--- src/long_press_gesture_detector_macros.svh ---
// Assertion macros for the long-press gesture detector.
// No dependencies; included by the files that carry assertions.
`ifndef LONG_PRESS_GESTURE_DETECTOR_MACROS_SVH
`define LONG_PRESS_GESTURE_DETECTOR_MACROS_SVH

// Same-cycle implication, checked at every rising edge out of reset.
`define LPGD_ASSERT_IMPL(label, ante, cons, msg) \
    label: assert property (@(posedge aclk) disable iff (!aresetn) (ante) |-> (cons)) \
        else $error(msg);

// Next-cycle implication, checked at every rising edge out of reset.
`define LPGD_ASSERT_NEXT(label, ante, cons, msg) \
    label: assert property (@(posedge aclk) disable iff (!aresetn) (ante) |=> (cons)) \
        else $error(msg);

`endif

--- src/lpgd_pkg.sv ---
// Package for the long-press gesture detector: sizes, codes and the
// command and status structs between controller and datapath. No dependencies.
`timescale 1ns / 1ps
package lpgd_pkg;

    localparam int TOUCH_SLOTS  = 16;
    localparam int COORD_BITS   = 16;
    localparam int SLOT_BITS    = $clog2(TOUCH_SLOTS);
    localparam int CNT_BITS     = $clog2(TOUCH_SLOTS + 1);
    localparam int STORE_BITS   = (COORD_BITS < 16) ? COORD_BITS : 16;
    localparam int SUM_BITS     = STORE_BITS + CNT_BITS;
    localparam int DIVC_BITS    = $clog2(SUM_BITS + 1);
    localparam int DIFF_BITS    = STORE_BITS + 1;
    localparam int MUL_BITS     = (DIFF_BITS > 13) ? DIFF_BITS : 13;
    localparam int PROD_BITS    = 2 * MUL_BITS;

    localparam logic [1:0] MODE_CLEAR    = 2'd0;
    localparam logic [1:0] MODE_TOUCHED  = 2'd1;
    localparam logic [1:0] MODE_FAILED   = 2'd2;
    localparam logic [1:0] MODE_FINISHED = 2'd3;

    localparam logic [1:0] GS_POSSIBLE  = 2'd0;
    localparam logic [1:0] GS_STARTED   = 2'd1;
    localparam logic [1:0] GS_CANCELLED = 2'd2;
    localparam logic [1:0] GS_FINISHED  = 2'd3;

    localparam logic [2:0] PST_DOWN        = 3'd0;
    localparam logic [2:0] PST_UP          = 3'd1;
    localparam logic [2:0] PST_MOTION      = 3'd2;
    localparam logic [2:0] PST_INTERRUPTED = 3'd5;

    localparam logic OP_TICK = 1'b1;

    localparam logic [1:0] MUL_X   = 2'd0;
    localparam logic [1:0] MUL_Y   = 2'd1;
    localparam logic [1:0] MUL_LIM = 2'd2;

    localparam logic [7:0] CFG_MIN_TOUCHES     = 8'd0;
    localparam logic [7:0] CFG_MAX_TOUCHES     = 8'd1;
    localparam logic [7:0] CFG_MOTION_LIMIT    = 8'd2;
    localparam logic [7:0] CFG_LONG_PRESS_TIME = 8'd3;

    localparam logic [4:0]  RST_MIN_TOUCHES     = 5'd1;
    localparam logic [4:0]  RST_MAX_TOUCHES     = 5'd1;
    localparam logic [11:0] RST_MOTION_LIMIT    = 12'd960;
    localparam logic [15:0] RST_LONG_PRESS_TIME = 16'd500;

    typedef struct packed {
        logic       load;
        logic       tick_update;
        logic       press_load;
        logic       clear_valids;
        logic       slot_write;
        logic       write_zero;
        logic       set_valid;
        logic       motion_latch;
        logic       mul_step;
        logic [1:0] mul_sel;
        logic       walk_start;
        logic       walk_step;
        logic       div_start;
        logic       div_step;
        logic       out_load;
        logic [1:0] gs;
    } lpgd_cmd_t;

    typedef struct packed {
        logic op_tick;
        logic first;
        logic pst_down;
        logic pst_motion;
        logic lifted;
        logic count_one;
        logic count_gt_max;
        logic id_ok;
        logic tick_fire;
        logic slot_valid;
        logic motion_over;
        logic walk_done;
        logic n_lt_min;
        logic div_done;
        logic out_free;
    } lpgd_stat_t;

endpackage

--- src/long_press_gesture_detector.sv ---
// Top level of the long-press gesture detector. An input transaction is loaded and
// then decided, and a motion point adds a motion test; a report adds a slot walk,
// a check step, bit-serial centroid division and an output step, plus any wait while
// the result register stays full. One transaction is in work at a time. Synchronous
// active-low reset clears modes, timer and slot valid bits. Depends on lpgd_pkg,
// lpgd_ctrl, lpgd_dp and lpgd_ram.
`timescale 1ns / 1ps
module long_press_gesture_detector (
    input  logic        aclk,
    input  logic        aresetn,
    input  logic        s_valid,
    output logic        s_ready,
    input  logic        s_operation,
    input  logic        s_first_of_event,
    input  logic [4:0]  s_point_count,
    input  logic [2:0]  s_point_state,
    input  logic [3:0]  s_touch_id,
    input  logic [15:0] s_pos_x,
    input  logic [15:0] s_pos_y,
    input  logic [31:0] s_event_time,
    input  logic        cfg_valid,
    output logic        cfg_ready,
    input  logic [7:0]  cfg_index,
    input  logic [15:0] cfg_data,
    output logic        m_valid,
    input  logic        m_ready,
    output logic [1:0]  m_gesture_state,
    output logic [4:0]  m_touch_count,
    output logic [15:0] m_centroid_x,
    output logic [15:0] m_centroid_y,
    output logic [31:0] m_gesture_time
);
    import lpgd_pkg::*;

    lpgd_cmd_t  cmd;
    lpgd_stat_t stat;

    assign cfg_ready = 1'b1;

    lpgd_ctrl u_ctrl (
        .aclk    (aclk),
        .aresetn (aresetn),
        .s_valid (s_valid),
        .s_ready (s_ready),
        .cmd     (cmd),
        .stat    (stat)
    );

    lpgd_dp u_dp (
        .aclk             (aclk),
        .aresetn          (aresetn),
        .cmd              (cmd),
        .stat             (stat),
        .s_operation      (s_operation),
        .s_first_of_event (s_first_of_event),
        .s_point_count    (s_point_count),
        .s_point_state    (s_point_state),
        .s_touch_id       (s_touch_id),
        .s_pos_x          (s_pos_x),
        .s_pos_y          (s_pos_y),
        .s_event_time     (s_event_time),
        .cfg_valid        (cfg_valid),
        .cfg_index        (cfg_index),
        .cfg_data         (cfg_data),
        .m_valid          (m_valid),
        .m_ready          (m_ready),
        .m_gesture_state  (m_gesture_state),
        .m_touch_count    (m_touch_count),
        .m_centroid_x     (m_centroid_x),
        .m_centroid_y     (m_centroid_y),
        .m_gesture_time   (m_gesture_time)
    );

endmodule

--- src/lpgd_ram.sv ---
// Generic single-write, single-read RAM with a registered read port.
// No dependencies.
`timescale 1ns / 1ps
module lpgd_ram #(
    parameter int WIDTH = 32,
    parameter int DEPTH = 16
) (
    input  logic                     aclk,
    input  logic                     we,
    input  logic [$clog2(DEPTH)-1:0] waddr,
    input  logic [WIDTH-1:0]         wdata,
    input  logic [$clog2(DEPTH)-1:0] raddr,
    output logic [WIDTH-1:0]         rdata
);

    logic [WIDTH-1:0] mem [DEPTH];

    always_ff @(posedge aclk) begin
        if (we) begin
            mem[waddr] <= wdata;
        end
        rdata <= mem[raddr];
    end

endmodule

--- src/lpgd_ctrl.sv ---
// Controller of the long-press gesture detector: recognizer mode and the
// sequencer that steps the datapath. Depends on lpgd_pkg and the macro header.
`timescale 1ns / 1ps
`include "long_press_gesture_detector_macros.svh"
module lpgd_ctrl (
    input  logic                aclk,
    input  logic                aresetn,
    input  logic                s_valid,
    output logic                s_ready,
    output lpgd_pkg::lpgd_cmd_t cmd,
    input  lpgd_pkg::lpgd_stat_t stat
);
    import lpgd_pkg::*;

    localparam logic [3:0] ST_IDLE   = 4'd0;
    localparam logic [3:0] ST_DECIDE = 4'd1;
    localparam logic [3:0] ST_MRD    = 4'd2;
    localparam logic [3:0] ST_MSQX   = 4'd3;
    localparam logic [3:0] ST_MSQY   = 4'd4;
    localparam logic [3:0] ST_MLIM   = 4'd5;
    localparam logic [3:0] ST_MCMP   = 4'd6;
    localparam logic [3:0] ST_WALK   = 4'd7;
    localparam logic [3:0] ST_CHK    = 4'd8;
    localparam logic [3:0] ST_DIV    = 4'd9;
    localparam logic [3:0] ST_OUT    = 4'd10;

    logic [3:0] state_reg, state_next;
    logic [1:0] mode_reg, mode_next;
    logic       done_reg, done_next;
    logic       timer_reg, timer_next;
    logic [1:0] gs_reg, gs_next;
    logic       clr_reg, clr_next;
    logic       done_eff;

    assign s_ready = (state_reg == ST_IDLE);

    always_ff @(posedge aclk) begin
        if (!aresetn) begin
            state_reg <= ST_IDLE;
            mode_reg  <= MODE_CLEAR;
            done_reg  <= 1'b0;
            timer_reg <= 1'b0;
            gs_reg    <= GS_POSSIBLE;
            clr_reg   <= 1'b0;
        end else begin
            state_reg <= state_next;
            mode_reg  <= mode_next;
            done_reg  <= done_next;
            timer_reg <= timer_next;
            gs_reg    <= gs_next;
            clr_reg   <= clr_next;
        end
    end

    always_comb begin
        state_next = state_reg;
        mode_next  = mode_reg;
        done_next  = done_reg;
        timer_next = timer_reg;
        gs_next    = gs_reg;
        clr_next   = clr_reg;
        cmd        = '0;
        cmd.gs     = gs_reg;
        done_eff   = stat.first ? 1'b0 : done_reg;
        case (state_reg)
            ST_IDLE: begin
                if (s_valid) begin
                    cmd.load   = 1'b1;
                    state_next = ST_DECIDE;
                end
            end
            ST_DECIDE: begin
                state_next = ST_IDLE;
                if (stat.op_tick) begin
                    if (timer_reg) begin
                        cmd.tick_update = 1'b1;
                        if (stat.tick_fire) begin
                            timer_next     = 1'b0;
                            mode_next      = MODE_FINISHED;
                            gs_next        = GS_STARTED;
                            clr_next       = 1'b0;
                            cmd.walk_start = 1'b1;
                            state_next     = ST_WALK;
                        end
                    end
                end else begin
                    done_next = done_eff;
                    case (mode_reg)
                        MODE_CLEAR: begin
                            if (stat.first && stat.pst_down) begin
                                cmd.clear_valids = 1'b1;
                                cmd.slot_write   = 1'b1;
                                cmd.set_valid    = 1'b1;
                                cmd.press_load   = 1'b1;
                                timer_next       = 1'b1;
                                mode_next        = MODE_TOUCHED;
                                done_next        = 1'b1;
                                gs_next          = GS_POSSIBLE;
                                clr_next         = 1'b0;
                                cmd.walk_start   = 1'b1;
                                state_next       = ST_WALK;
                            end
                        end
                        MODE_TOUCHED: begin
                            if (!done_eff) begin
                                if (stat.first && stat.count_gt_max) begin
                                    gs_next        = GS_CANCELLED;
                                    clr_next       = 1'b1;
                                    timer_next     = 1'b0;
                                    mode_next      = MODE_FAILED;
                                    done_next      = 1'b1;
                                    cmd.walk_start = 1'b1;
                                    state_next     = ST_WALK;
                                end else if (stat.pst_down) begin
                                    cmd.slot_write = 1'b1;
                                    cmd.set_valid  = 1'b1;
                                end else if (stat.lifted) begin
                                    gs_next        = GS_CANCELLED;
                                    clr_next       = 1'b1;
                                    timer_next     = 1'b0;
                                    mode_next      = stat.count_one ? MODE_CLEAR : MODE_FAILED;
                                    done_next      = 1'b1;
                                    cmd.walk_start = 1'b1;
                                    state_next     = ST_WALK;
                                end else if (stat.pst_motion && stat.id_ok) begin
                                    state_next = ST_MRD;
                                end
                            end
                        end
                        default: begin
                            if (stat.first) begin
                                done_next = 1'b1;
                                if (stat.count_one && stat.lifted) begin
                                    mode_next = MODE_CLEAR;
                                    if (mode_reg == MODE_FINISHED) begin
                                        gs_next        = GS_FINISHED;
                                        clr_next       = 1'b1;
                                        cmd.walk_start = 1'b1;
                                        state_next     = ST_WALK;
                                    end else begin
                                        cmd.clear_valids = 1'b1;
                                    end
                                end
                            end
                        end
                    endcase
                end
            end
            ST_MRD: begin
                cmd.motion_latch = 1'b1;
                if (!stat.slot_valid) begin
                    cmd.slot_write = 1'b1;
                    cmd.write_zero = 1'b1;
                    cmd.set_valid  = 1'b1;
                end
                state_next = ST_MSQX;
            end
            ST_MSQX: begin
                cmd.mul_step = 1'b1;
                cmd.mul_sel  = MUL_X;
                state_next   = ST_MSQY;
            end
            ST_MSQY: begin
                cmd.mul_step = 1'b1;
                cmd.mul_sel  = MUL_Y;
                state_next   = ST_MLIM;
            end
            ST_MLIM: begin
                cmd.mul_step = 1'b1;
                cmd.mul_sel  = MUL_LIM;
                state_next   = ST_MCMP;
            end
            ST_MCMP: begin
                state_next = ST_IDLE;
                if (stat.motion_over) begin
                    gs_next        = GS_CANCELLED;
                    clr_next       = 1'b0;
                    timer_next     = 1'b0;
                    mode_next      = MODE_FAILED;
                    done_next      = 1'b1;
                    cmd.walk_start = 1'b1;
                    state_next     = ST_WALK;
                end
            end
            ST_WALK: begin
                cmd.walk_step = 1'b1;
                if (stat.walk_done) begin
                    state_next = ST_CHK;
                end
            end
            ST_CHK: begin
                if ((gs_reg == GS_STARTED || gs_reg == GS_FINISHED) && stat.n_lt_min) begin
                    cmd.clear_valids = clr_reg;
                    state_next       = ST_IDLE;
                end else begin
                    cmd.div_start = 1'b1;
                    state_next    = ST_DIV;
                end
            end
            ST_DIV: begin
                if (stat.div_done) begin
                    state_next = ST_OUT;
                end else begin
                    cmd.div_step = 1'b1;
                end
            end
            ST_OUT: begin
                if (stat.out_free) begin
                    cmd.out_load     = 1'b1;
                    cmd.clear_valids = clr_reg;
                    state_next       = ST_IDLE;
                end
            end
            default: begin
                state_next = ST_IDLE;
            end
        endcase
    end

    `LPGD_ASSERT_IMPL(a_out_no_overwrite, cmd.out_load, stat.out_free, "result overwritten")
    `LPGD_ASSERT_IMPL(a_finished_timer_off, mode_reg == MODE_FINISHED, !timer_reg,
        "timer running in finished mode")
    `LPGD_ASSERT_IMPL(a_clear_timer_off, mode_reg == MODE_CLEAR, !timer_reg,
        "timer running in clear mode")
    `LPGD_ASSERT_NEXT(a_motion_exit, state_reg == ST_MCMP,
        state_reg == ST_IDLE || state_reg == ST_WALK, "bad exit from motion test")

endmodule

--- src/lpgd_dp.sv ---
// Datapath of the long-press gesture detector: item and config registers,
// slot store, motion test, centroid walk and divider, result register.
// Depends on lpgd_pkg and lpgd_ram.
`timescale 1ns / 1ps
module lpgd_dp (
    input  logic                 aclk,
    input  logic                 aresetn,
    input  lpgd_pkg::lpgd_cmd_t  cmd,
    output lpgd_pkg::lpgd_stat_t stat,
    input  logic                 s_operation,
    input  logic                 s_first_of_event,
    input  logic [4:0]           s_point_count,
    input  logic [2:0]           s_point_state,
    input  logic [3:0]           s_touch_id,
    input  logic [15:0]          s_pos_x,
    input  logic [15:0]          s_pos_y,
    input  logic [31:0]          s_event_time,
    input  logic                 cfg_valid,
    input  logic [7:0]           cfg_index,
    input  logic [15:0]          cfg_data,
    output logic                 m_valid,
    input  logic                 m_ready,
    output logic [1:0]           m_gesture_state,
    output logic [4:0]           m_touch_count,
    output logic [15:0]          m_centroid_x,
    output logic [15:0]          m_centroid_y,
    output logic [31:0]          m_gesture_time
);
    import lpgd_pkg::*;

    logic [4:0]  min_reg, max_reg;
    logic [11:0] lim_reg;
    logic [15:0] lpt_reg;

    logic                  op_reg, first_reg;
    logic [4:0]            count_reg;
    logic [2:0]            pst_reg;
    logic [3:0]            id_reg;
    logic [STORE_BITS-1:0] px_reg, py_reg;
    logic [31:0]           etime_reg;

    logic [31:0]            press_reg;
    logic [15:0]            elapsed_reg;
    logic [15:0]            elapsed_inc;
    logic [TOUCH_SLOTS-1:0] valid_reg, valid_next, id_onehot;
    logic [SLOT_BITS-1:0]   idx, raddr, walk_prev;
    logic                   id_ok;

    logic                    ram_we;
    logic [2*STORE_BITS-1:0] ram_wdata, ram_rdata;
    logic [STORE_BITS-1:0]   rd_x, rd_y;

    logic [STORE_BITS-1:0]        cur_x_reg, cur_y_reg;
    logic signed [DIFF_BITS-1:0]  dx, dy;
    logic signed [MUL_BITS-1:0]   mul_a;
    logic signed [PROD_BITS-1:0]  prod_reg;
    logic [PROD_BITS:0]           acc_reg;

    logic [CNT_BITS-1:0] walk_cnt_reg;
    logic [CNT_BITS-1:0] n_reg;
    logic [SUM_BITS-1:0] sum_x_reg, sum_y_reg;
    logic                walk_take;

    logic [SUM_BITS-1:0]  qx_reg, qy_reg;
    logic [CNT_BITS-1:0]  rx_reg, ry_reg;
    logic [DIVC_BITS-1:0] div_cnt_reg;
    logic [CNT_BITS:0]    tx, ty, n_ext;

    logic        m_valid_reg;
    logic [1:0]  gs_out_reg;
    logic [4:0]  cnt_out_reg;
    logic [15:0] cx_out_reg, cy_out_reg;
    logic [31:0] time_out_reg;

    always_ff @(posedge aclk) begin
        if (!aresetn) begin
            min_reg <= RST_MIN_TOUCHES;
            max_reg <= RST_MAX_TOUCHES;
            lim_reg <= RST_MOTION_LIMIT;
            lpt_reg <= RST_LONG_PRESS_TIME;
        end else if (cfg_valid) begin
            case (cfg_index)
                CFG_MIN_TOUCHES:     min_reg <= cfg_data[4:0];
                CFG_MAX_TOUCHES:     max_reg <= cfg_data[4:0];
                CFG_MOTION_LIMIT:    lim_reg <= cfg_data[11:0];
                CFG_LONG_PRESS_TIME: lpt_reg <= cfg_data;
                default: ;
            endcase
        end
    end

    always_ff @(posedge aclk) begin
        if (cmd.load) begin
            op_reg    <= s_operation;
            first_reg <= s_first_of_event;
            count_reg <= s_point_count;
            pst_reg   <= s_point_state;
            id_reg    <= s_touch_id;
            px_reg    <= STORE_BITS'(s_pos_x);
            py_reg    <= STORE_BITS'(s_pos_y);
            etime_reg <= s_event_time;
        end
    end

    assign id_ok       = (32'(id_reg) < TOUCH_SLOTS);
    assign idx         = SLOT_BITS'(id_reg);
    assign id_onehot   = TOUCH_SLOTS'(1) << idx;
    assign elapsed_inc = (elapsed_reg == 16'hFFFF) ? elapsed_reg : elapsed_reg + 16'd1;

    always_ff @(posedge aclk) begin
        if (!aresetn) begin
            press_reg   <= '0;
            elapsed_reg <= '0;
            valid_reg   <= '0;
        end else begin
            if (cmd.press_load) begin
                press_reg   <= etime_reg;
                elapsed_reg <= '0;
            end else if (cmd.tick_update) begin
                elapsed_reg <= elapsed_inc;
            end
            valid_reg <= valid_next;
        end
    end

    always_comb begin
        valid_next = cmd.clear_valids ? '0 : valid_reg;
        if (cmd.set_valid && id_ok) begin
            valid_next = valid_next | id_onehot;
        end
    end

    assign ram_we    = cmd.slot_write && id_ok;
    assign ram_wdata = cmd.write_zero ? '0 : {px_reg, py_reg};
    assign raddr     = cmd.walk_step ? SLOT_BITS'(walk_cnt_reg) : idx;
    assign rd_x      = ram_rdata[2*STORE_BITS-1:STORE_BITS];
    assign rd_y      = ram_rdata[STORE_BITS-1:0];

    lpgd_ram #(
        .WIDTH (2 * STORE_BITS),
        .DEPTH (TOUCH_SLOTS)
    ) u_slots (
        .aclk  (aclk),
        .we    (ram_we),
        .waddr (idx),
        .wdata (ram_wdata),
        .raddr (raddr),
        .rdata (ram_rdata)
    );

    assign dx = $signed({1'b0, cur_x_reg}) - $signed({1'b0, px_reg});
    assign dy = $signed({1'b0, cur_y_reg}) - $signed({1'b0, py_reg});

    always_comb begin
        case (cmd.mul_sel)
            MUL_X:   mul_a = MUL_BITS'(dx);
            MUL_Y:   mul_a = MUL_BITS'(dy);
            default: mul_a = MUL_BITS'($signed({1'b0, lim_reg}));
        endcase
    end

    always_ff @(posedge aclk) begin
        if (cmd.motion_latch) begin
            cur_x_reg <= valid_reg[idx] ? rd_x : '0;
            cur_y_reg <= valid_reg[idx] ? rd_y : '0;
        end
        if (cmd.mul_step) begin
            prod_reg <= mul_a * mul_a;
            if (cmd.mul_sel == MUL_Y) begin
                acc_reg <= {1'b0, prod_reg};
            end else if (cmd.mul_sel == MUL_LIM) begin
                acc_reg <= acc_reg + {1'b0, prod_reg};
            end
        end
    end

    assign walk_prev = SLOT_BITS'(walk_cnt_reg - CNT_BITS'(1));
    assign walk_take = (walk_cnt_reg != '0) && valid_reg[walk_prev];

    always_ff @(posedge aclk) begin
        if (cmd.walk_start) begin
            walk_cnt_reg <= '0;
            n_reg        <= '0;
            sum_x_reg    <= '0;
            sum_y_reg    <= '0;
        end else if (cmd.walk_step) begin
            walk_cnt_reg <= walk_cnt_reg + CNT_BITS'(1);
            if (walk_take) begin
                n_reg     <= n_reg + CNT_BITS'(1);
                sum_x_reg <= sum_x_reg + SUM_BITS'(rd_x);
                sum_y_reg <= sum_y_reg + SUM_BITS'(rd_y);
            end
        end
    end

    assign n_ext = {1'b0, n_reg};
    assign tx    = {rx_reg, qx_reg[SUM_BITS-1]};
    assign ty    = {ry_reg, qy_reg[SUM_BITS-1]};

    always_ff @(posedge aclk) begin
        if (cmd.div_start) begin
            qx_reg      <= sum_x_reg;
            qy_reg      <= sum_y_reg;
            rx_reg      <= '0;
            ry_reg      <= '0;
            div_cnt_reg <= '0;
        end else if (cmd.div_step) begin
            div_cnt_reg <= div_cnt_reg + DIVC_BITS'(1);
            if (tx >= n_ext) begin
                rx_reg <= CNT_BITS'(tx - n_ext);
                qx_reg <= {qx_reg[SUM_BITS-2:0], 1'b1};
            end else begin
                rx_reg <= CNT_BITS'(tx);
                qx_reg <= {qx_reg[SUM_BITS-2:0], 1'b0};
            end
            if (ty >= n_ext) begin
                ry_reg <= CNT_BITS'(ty - n_ext);
                qy_reg <= {qy_reg[SUM_BITS-2:0], 1'b1};
            end else begin
                ry_reg <= CNT_BITS'(ty);
                qy_reg <= {qy_reg[SUM_BITS-2:0], 1'b0};
            end
        end
    end

    always_ff @(posedge aclk) begin
        if (!aresetn) begin
            m_valid_reg <= 1'b0;
        end else if (cmd.out_load) begin
            m_valid_reg <= 1'b1;
        end else if (m_ready) begin
            m_valid_reg <= 1'b0;
        end
    end

    always_ff @(posedge aclk) begin
        if (cmd.out_load) begin
            gs_out_reg   <= cmd.gs;
            cnt_out_reg  <= 5'(n_reg);
            cx_out_reg   <= (n_reg == '0) ? 16'd0 : 16'(qx_reg);
            cy_out_reg   <= (n_reg == '0) ? 16'd0 : 16'(qy_reg);
            time_out_reg <= press_reg + ((cmd.gs != GS_POSSIBLE) ? {16'd0, lpt_reg} : 32'd0);
        end
    end

    assign m_valid         = m_valid_reg;
    assign m_gesture_state = gs_out_reg;
    assign m_touch_count   = cnt_out_reg;
    assign m_centroid_x    = cx_out_reg;
    assign m_centroid_y    = cy_out_reg;
    assign m_gesture_time  = time_out_reg;

    always_comb begin
        stat              = '0;
        stat.op_tick      = (op_reg == OP_TICK);
        stat.first        = first_reg;
        stat.pst_down     = (pst_reg == PST_DOWN);
        stat.pst_motion   = (pst_reg == PST_MOTION);
        stat.lifted       = (pst_reg inside {PST_UP, PST_INTERRUPTED});
        stat.count_one    = (count_reg == 5'd1);
        stat.count_gt_max = (count_reg > max_reg);
        stat.id_ok        = id_ok;
        stat.tick_fire    = !(elapsed_inc < lpt_reg);
        stat.slot_valid   = valid_reg[idx];
        stat.motion_over  = (acc_reg > {1'b0, prod_reg});
        stat.walk_done    = (32'(walk_cnt_reg) == TOUCH_SLOTS);
        stat.n_lt_min     = ({1'b0, n_reg} < (CNT_BITS + 1)'(min_reg));
        stat.div_done     = (32'(div_cnt_reg) == SUM_BITS);
        stat.out_free     = !m_valid_reg || m_ready;
    end

endmodule

--- config.mk ---
export PLATFORM = sky130hd
export DESIGN_NAME = long_press_gesture_detector
export DESIGN_NICKNAME = d
export VERILOG_FILES = /design/src/lpgd_pkg.sv /design/src/long_press_gesture_detector.sv /design/src/lpgd_ram.sv /design/src/lpgd_ctrl.sv /design/src/lpgd_dp.sv
export VERILOG_INCLUDE_DIRS = /design/src /design/src/src
export SDC_FILE = /design/constraint.sdc
export NUM_CORES = 2
export LEC_CHECK = 0
export ABC_AREA = 1
export BUFFER_PORTS_ARGS = -buffer_cell sky130_fd_sc_hd__buf_2
export CELL_PAD_IN_SITES_DETAIL_PLACEMENT = 0
export CELL_PAD_IN_SITES_GLOBAL_PLACEMENT = 1
export CORE_MARGIN = 1.5
export CORE_UTILIZATION = 44
export DETAILED_ROUTE_END_ITERATION = 6
export GPL_ROUTABILITY_DRIVEN = 1
export HOLD_SLACK_MARGIN = 0.15
export PLACE_DENSITY = 0.75
export SLEW_MARGIN = 5
export SYNTH_ARGS = -nofsm -noshare
export SYNTH_HDL_FRONTEND = slang
export SYNTH_HIERARCHICAL = 1
export SYNTH_SLANG_ARGS = --single-unit
--- constraint.sdc ---
create_clock -name aclk -period 8 [get_ports aclk]
set_input_delay 1.6 -clock aclk [delete_from_list [all_inputs] [get_ports aclk]]
set_output_delay 1.6 -clock aclk [all_outputs]
set_load 0.05 [all_outputs]
; ---- Word-level counts from Yosys, hierarchy flattened
; Memory sizes are Yosys's and may differ from the RTL's. A register that Yosys moved wholly into a read port is not among the register bits.
; Index checks and enable logic that the tools add are counted.
[totals]
mem_bits_rw = 512
n_memories = 1
wordCells = 294
reg_bits = 473
[memory_table]
columns = memory, words, word_bits, read_ports, rd_ports_with_merged_regs, write_ports, line
row1 = u_dp.u_slots.mem, 16, 32, 1, 1, 1, lpgd_ram.sv:16  ; logic [WIDTH-1:0] mem [DEPTH];
[classes]
n_shift = 1
n_mux = 152
addsub = 13
multipliers = 1
n_reduce_logical = 33
n_eq_ne = 42
n_bitwise = 2
magnitude_cmp = 8
[op_table]
columns = op, n
row1 = $mux W21, 4
row2 = $mux W1, 69
row3 = $mux W16, 4
row4 = $mux W4, 13
row5 = $mux W2, 25
row6 = $pmux W4 S11, 1
row7 = $add A21 B16 Y21, 2
row8 = $add A35 B34 Y35, 1
row9 = $gt A35 B34 Y1, 1
row10 = $mux W35, 1
row11 = $mul A17 B17 Y34, 1
row12 = $mux W34, 1
row13 = $pmux W17 S2, 1
row14 = $sub A16 B16 Y17, 2
row15 = $add A32 B32 Y32, 1
row16 = $mux W32, 1
row17 = $pmux W1 S2, 13
row18 = $mux W3, 8
row19 = $add A16 B1 Y16 const B, 1
row20 = $eq A16 B16 Y1 const B, 1
row21 = $eq A4 B3 Y1 const B, 4
row22 = $eq A8 B2 Y1 const B, 2
row23 = $lt A16 B16 Y1, 1
row24 = $or A16 B16 Y16, 1
row25 = other kinds (50), 93

; ---- Logic depth before layout (Yosys ltp)
[logic_depth]
word_depth = 11
mapped_depth = 40

; ---- Cells and area by module
; The synthesis kept the hierarchy.
[modules_own_cells]
columns = mod, n_inst, area_per_inst_um2, seq_area_each_um2, cells_per_inst
row1 = lpgd_dp, 1, 36971.7, 12141.6, 4516
row2 = lpgd_ram, 1, 22730.6, 16015.4, 2120
row3 = lpgd_ctrl, 1, 1071.0, 220.2, 188
row4 = long_press_gesture_detector, 1, 11.3, 0.0, 2

; ---- Least setup slack after synthesis
; OpenSTA, ideal clock, no wires.
[synth_timing]
path_kind = register to register
start = register u_ctrl.state_reg[0]
end = register u_dp.prod_reg[33] (data pin)
required_time_ns = 7.748
synth_period_minus_slack_ns = 7.138
arrival_time_ns = 6.885
path_buffers = 3
setup_time_ns = 0.252
slack_ns = 0.862
path_stages_with_launch = 33
path_cell_list = dfxtp_1 > inv_2 > nor2_1 > nand2_1 > inv_1 > inv_1 > ha_1 > buf_2 > nor2_4 > inv_2 > buf_4 > nand3_1 > nand2_2 > buf_4 > nor2_2 > inv_1 > fa_1 > inv_1 > fa_1 > fa_1 > fa_1 > fa_1 > inv_1 > fa_1 > inv_1 > ha_1 > a21o_1 > o21bai_1 > a21oi_1 > o21ai_0 > o21bai_1 > nand2_1 > nand2_1
[synth_lines]
columns = element, line
row1 = from (decl), lpgd_ctrl.sv:27  ; logic [3:0] state_reg, state_next;
row2 = from (signal assigned), lpgd_ctrl.sv:46  ; state_reg <= state_next;
row3 = to (signal assigned), lpgd_dp.sv:168  ; prod_reg <= mul_a * mul_a;
row4 = to (decl), lpgd_dp.sv:56  ; logic signed [PROD_BITS-1:0] prod_reg;

; ---- Final worst setup path
[layout_timing]
start = register u_dp.px_reg[2]
end = register u_dp.prod_reg[26] (data pin)
[layout_via]
elab_chain_cells = 3
[layout_lines]
columns = element, line
row1 = from (decl), lpgd_dp.sv:39  ; logic [STORE_BITS-1:0] px_reg, py_reg;
row2 = from (signal assigned), lpgd_dp.sv:99  ; px_reg <= STORE_BITS'(s_pos_x);
row3 = $sub A16 B16 Y17, lpgd_dp.sv:151  ; assign dx = $signed({1'b0, cur_x_reg}) - $signed({1'b0, px_reg});
row4 = $pmux W17 S2, lpgd_dp.sv:155  ; case (cmd.mul_sel)
row5 = $mul A17 B17 Y34, lpgd_dp.sv:168
; Every way passes these cells.
; A chain may end at the register's enable or synchronous reset.

==> key figures <==
Clock network
  – CTS tree: built
  – # H-tree levels: 3
  – Number of buffers created by CTS: about 110
  – Maximum clock path buffer count: 3
  – Buffer cell driving the clock tree root: clkbuf_16
  – Number of hold buffers added after CTS: 0
  – Clock slew seen by the registers of the worst setup and hold paths: approximately 0.06 ns
  – Clock sinks: slightly above 1000
  – Worst skew pair latency: 0.77 ns

Finish
  – Post-layout nets: roughly 7700
  – Most frequent cells in the layout: nand2_1 (1539), inv_1 (1284), edfxtp_1 (803)
  – Most common cell after layout, fill and taps aside: nand2_1
  – Flip-flop count of the largest register after layout: ~510
  – Layout cells sized above 1: approximately 8.4%
  – Number of fill cells: about 13000
  – Layout Area Growth over Synthesis: 10.8%

STA
  – Post-layout minimum cycle time: 7.64 ns
  – Total count of hold-check failures in the final report: 0
  – Setup skew after layout: 0.0633 ns
  – Tightest slew margin relative to the limit: a little under an eighth
  – Number of max-slew violations in the final report: 0
  – Finish-stage setup viols: 0
  – Least-Margin Pin Slew: between 1 and 1.5 ns
  – Final critical-path setup slack: roughly 0.36 ns
  – Top achievable clock speed: roughly 130 MHz
  – WHS: roughly 0.45 ns
  – Tcrit/Tclk final: between 90% and 100%

Detailed routing
  – DR iter-0 viols: 3877
  – Number of antenna-violating nets in the routed design: 0
  – Total number of vias: around 46000
  – Post-DR wirelength/cell: approximately 20 um
  – First-pass iteration count of the detailed router: 5
  – DRC violation count after routing: 0
  – Avg Vias per Cell: a little over 5
  – Sum of routed wire length over all layers: between 150 and 200 mm

Critical path
  – Worst-path cell with the longest stage delay: fa_1
  – Required time of the critical path: between 8 and 9 ns
  – Critical path startpoint category: register
  – FF-to-FF setup slack: about 0.36 ns
  – R2R Path Start: u_dp/px_reg[2]
  – Maximum cell stage delay along the critical path: around 0.57 ns
  – Worst-path maximum fanout: 13
  – Worst R2R Path Depth: 31
  – Endpoint of the worst register-to-register path: u_dp/prod_reg[26]
  – Critical path class: reg -> reg
  – Category of the worst setup path capture point: register
  – Arrival @ worst endpoint: around 8 ns

Yosys
  – Share of the yosys chip area belonging to registers: a little under half
  – Ys async rst share: 0%
  – Number of distinct library cells after synthesis: between 60 and 70
  – Register bit total from synthesis: 1016
  – Warning count from the yosys run: 6
  – Average size of a mapped cell: ~8.9 um2
  – Number of cells produced by synthesis: between 6000 and 7000
  – Net Count, Synth: around 7500
  – Combined area of all synthesized cells: between 60000 and 70000 um2
  – Post-synth top flop: edfxtp_1
  – Number of enable-type register cells in the synthesized netlist: between 800 and 900

Floorplanning
  – Count of pins on the block boundary: around 180
  – Area of the core region: 137000 um2
  – Number of cell rows: about 140
  – Initial core utilization: ~44%
  – Vertical die dimension: between 300 and 400 um
  – Die X-Extent: 375 um
  – Die area: 140000 um2

Global routing
  – Global route overflow: 0
  – Global-route wire length before repair: 270 mm
  – Initial antenna violation count: 10
  – Total track usage: approximately 25%
  – Pin count of the biggest net entering global routing: roughly 100
  – Via count of the first global-routing pass: around 45000

Min path
  – Min-Delay Path Class: reg -> reg
  – Count of cells along the worst hold path: 1
  – Hold path startpoint: u_dp/div_cnt_reg[4]
  – Hold Crit Endpoint: u_dp/div_cnt_reg[4]

Placed design
  – Half-perimeter wire length after detailed placement: roughly 130 mm
  – Weighted congestion reported at the end of routability-driven placement: 0.942
  – Number of input and output port buffers inserted: 179
  – Minimum setup slack after placement: between 0.15 and 0.2 ns

Status
  – Run status: completed

Flow run
  – Max cap viols: 0
[area by class of cell]
| cell class | count | area (um2) | area share, % |
|---|---|---|---|
| flip-flops and latches | 1016 | 28400 | 42.1 |
| diodes | 4 | 10.0 | 0.0149 |
| well taps | 1794 | 2240 | 3.33 |
| clock inverters | 58 | 597 | 0.886 |
| inverters | 1315 | 4950 | 7.35 |
| multi-input cells | 4290 | 26600 | 39.4 |
| repair buffers | 270 | 1580 | 2.34 |
| clock buffers | 152 | 3030 | 4.50 |
[repair_timing]
item,CTS,global route
setup endpoints to repair,0,16
resized for setup,0,33
setup buffers,0,1
[metrics by stage]
step | area (um2) | setup TNS [ns] | util [%] | instances
after global routing | 67300 | -0.0239 | 49.0 | 8895
after detailed placement | 63600 | 0 | 46.3 | 8684
after CTS | 67200 | 0 | 49.0 | 8894
final | 67400 | 0 | 49.0 | 8899
after floorplan | 60800 | 0 | - | 6826
after global placement | 63600 | 0 | 46.3 | 8684
[critical path: cells and delay by family, from the launching register on]
family / cells / cell delay (ns)
and+or+nand+nor: 13 / 1.83
AOI/OAI and AO/OA: 2 / 0.24
buffers and inverters: 7 / 0.77
adders and majority gates: 8 / 3.94
DFF: 1 / 0.37
xor gates and xnor gates: 1 / 0.15
[Yosys cell counts (3+ instances only)]
| cell type | number | share of area, % |
|---|---|---|
| dfxtp_1 | 213 | 7.0 |
| nor2_2 | 13 | 0.13 |
| nand3_1 | 591 | 4.9 |
| a211oi_1 | 4 | 0.049 |
| o21bai_1 | 22 | 0.27 |
| or2_1 | 4 | 0.041 |
| nor4_1 | 12 | 0.12 |
| nand2_1 | 1542 | 9.5 |
| nand2_4 | 3 | 0.056 |
| a21oi_1 | 318 | 2.6 |
| inv_2 | 26 | 0.16 |
| nand3_2 | 6 | 0.099 |
| o31ai_1 | 3 | 0.037 |
| nand2_2 | 11 | 0.11 |
| fa_1 | 274 | 9.0 |
| nor3b_1 | 3 | 0.037 |
| xor2_1 | 62 | 0.89 |
| xnor2_1 | 39 | 0.56 |
| inv_1 | 1286 | 7.9 |
| clkbuf_1 | 68 | 0.42 |
| o21ai_1 | 41 | 0.34 |
| a21o_1 | 17 | 0.21 |
| nand4_1 | 61 | 0.63 |
| nand3b_4 | 3 | 0.099 |
| or2_2 | 11 | 0.11 |
| nor2_4 | 3 | 0.056 |
| o21ai_0 | 284 | 2.3 |
| edfxtp_1 | 803 | 40 |
| nor3_1 | 56 | 0.46 |
| buf_1 | 18 | 0.11 |
| a31oi_1 | 5 | 0.051 |
| buf_4 | 20 | 0.25 |
| nand3b_1 | 18 | 0.22 |
| a21boi_0 | 8 | 0.099 |
| a21oi_2 | 14 | 0.20 |
| o22ai_1 | 11 | 0.11 |
| buf_6 | 37 | 0.69 |
| buf_2 | 61 | 0.50 |
| ha_1 | 279 | 5.7 |
| o211ai_1 | 19 | 0.23 |
| and2_1 | 4 | 0.041 |
| o21a_1 | 6 | 0.074 |
| nor3_2 | 5 | 0.082 |
| nor2_1 | 505 | 3.1 |
| a22oi_1 | 9 | 0.11 |
[per-layer routing]
metal / GRT usage, % / vias up / wire length, um
li1: - / 22300 / -
met3: 3.33 / 244 / 9860
met1: 35.9 / 22300 / 82900
met2: 40.3 / 1303 / 80400
met5: 0 / - / 39
met4: 6.59 / 6 / 4640
[kinds of logic after synthesis]
family,Yosys count,share of synthesized area (%)
and+or+nand+nor,2858,19.9
other,2,0.0124
AOI/OAI and AO/OA,775,7.00
buffers and inverters,1520,10.1
adders and majority gates,553,14.8
xor gates and xnor gates,102,1.48
DFF,1016,46.7
[worst max-delay path by stage]
stage	to	from	slack, ns
3_5_place_dp	u_dp/prod_reg[33]	u_ctrl/state_reg[1]	0.18
5_1_grt	u_dp/prod_reg[33]	u_dp/px_reg[2]	-0.02
2_1_floorplan	u_dp/prod_reg[33]	u_ctrl/state_reg[0]	0.86
3_3_place_gp	u_dp/prod_reg[26]	u_dp/px_reg[2]	0.08
6_report	u_dp/prod_reg[26]	u_dp/px_reg[2]	0.36
4_1_cts	u_dp/prod_reg[26]	u_dp/px_reg[2]	0.1
Power is left out: the tool's default activity adds up to more than one toggle a clock period on the data nets, which glitch-free logic cannot reach.
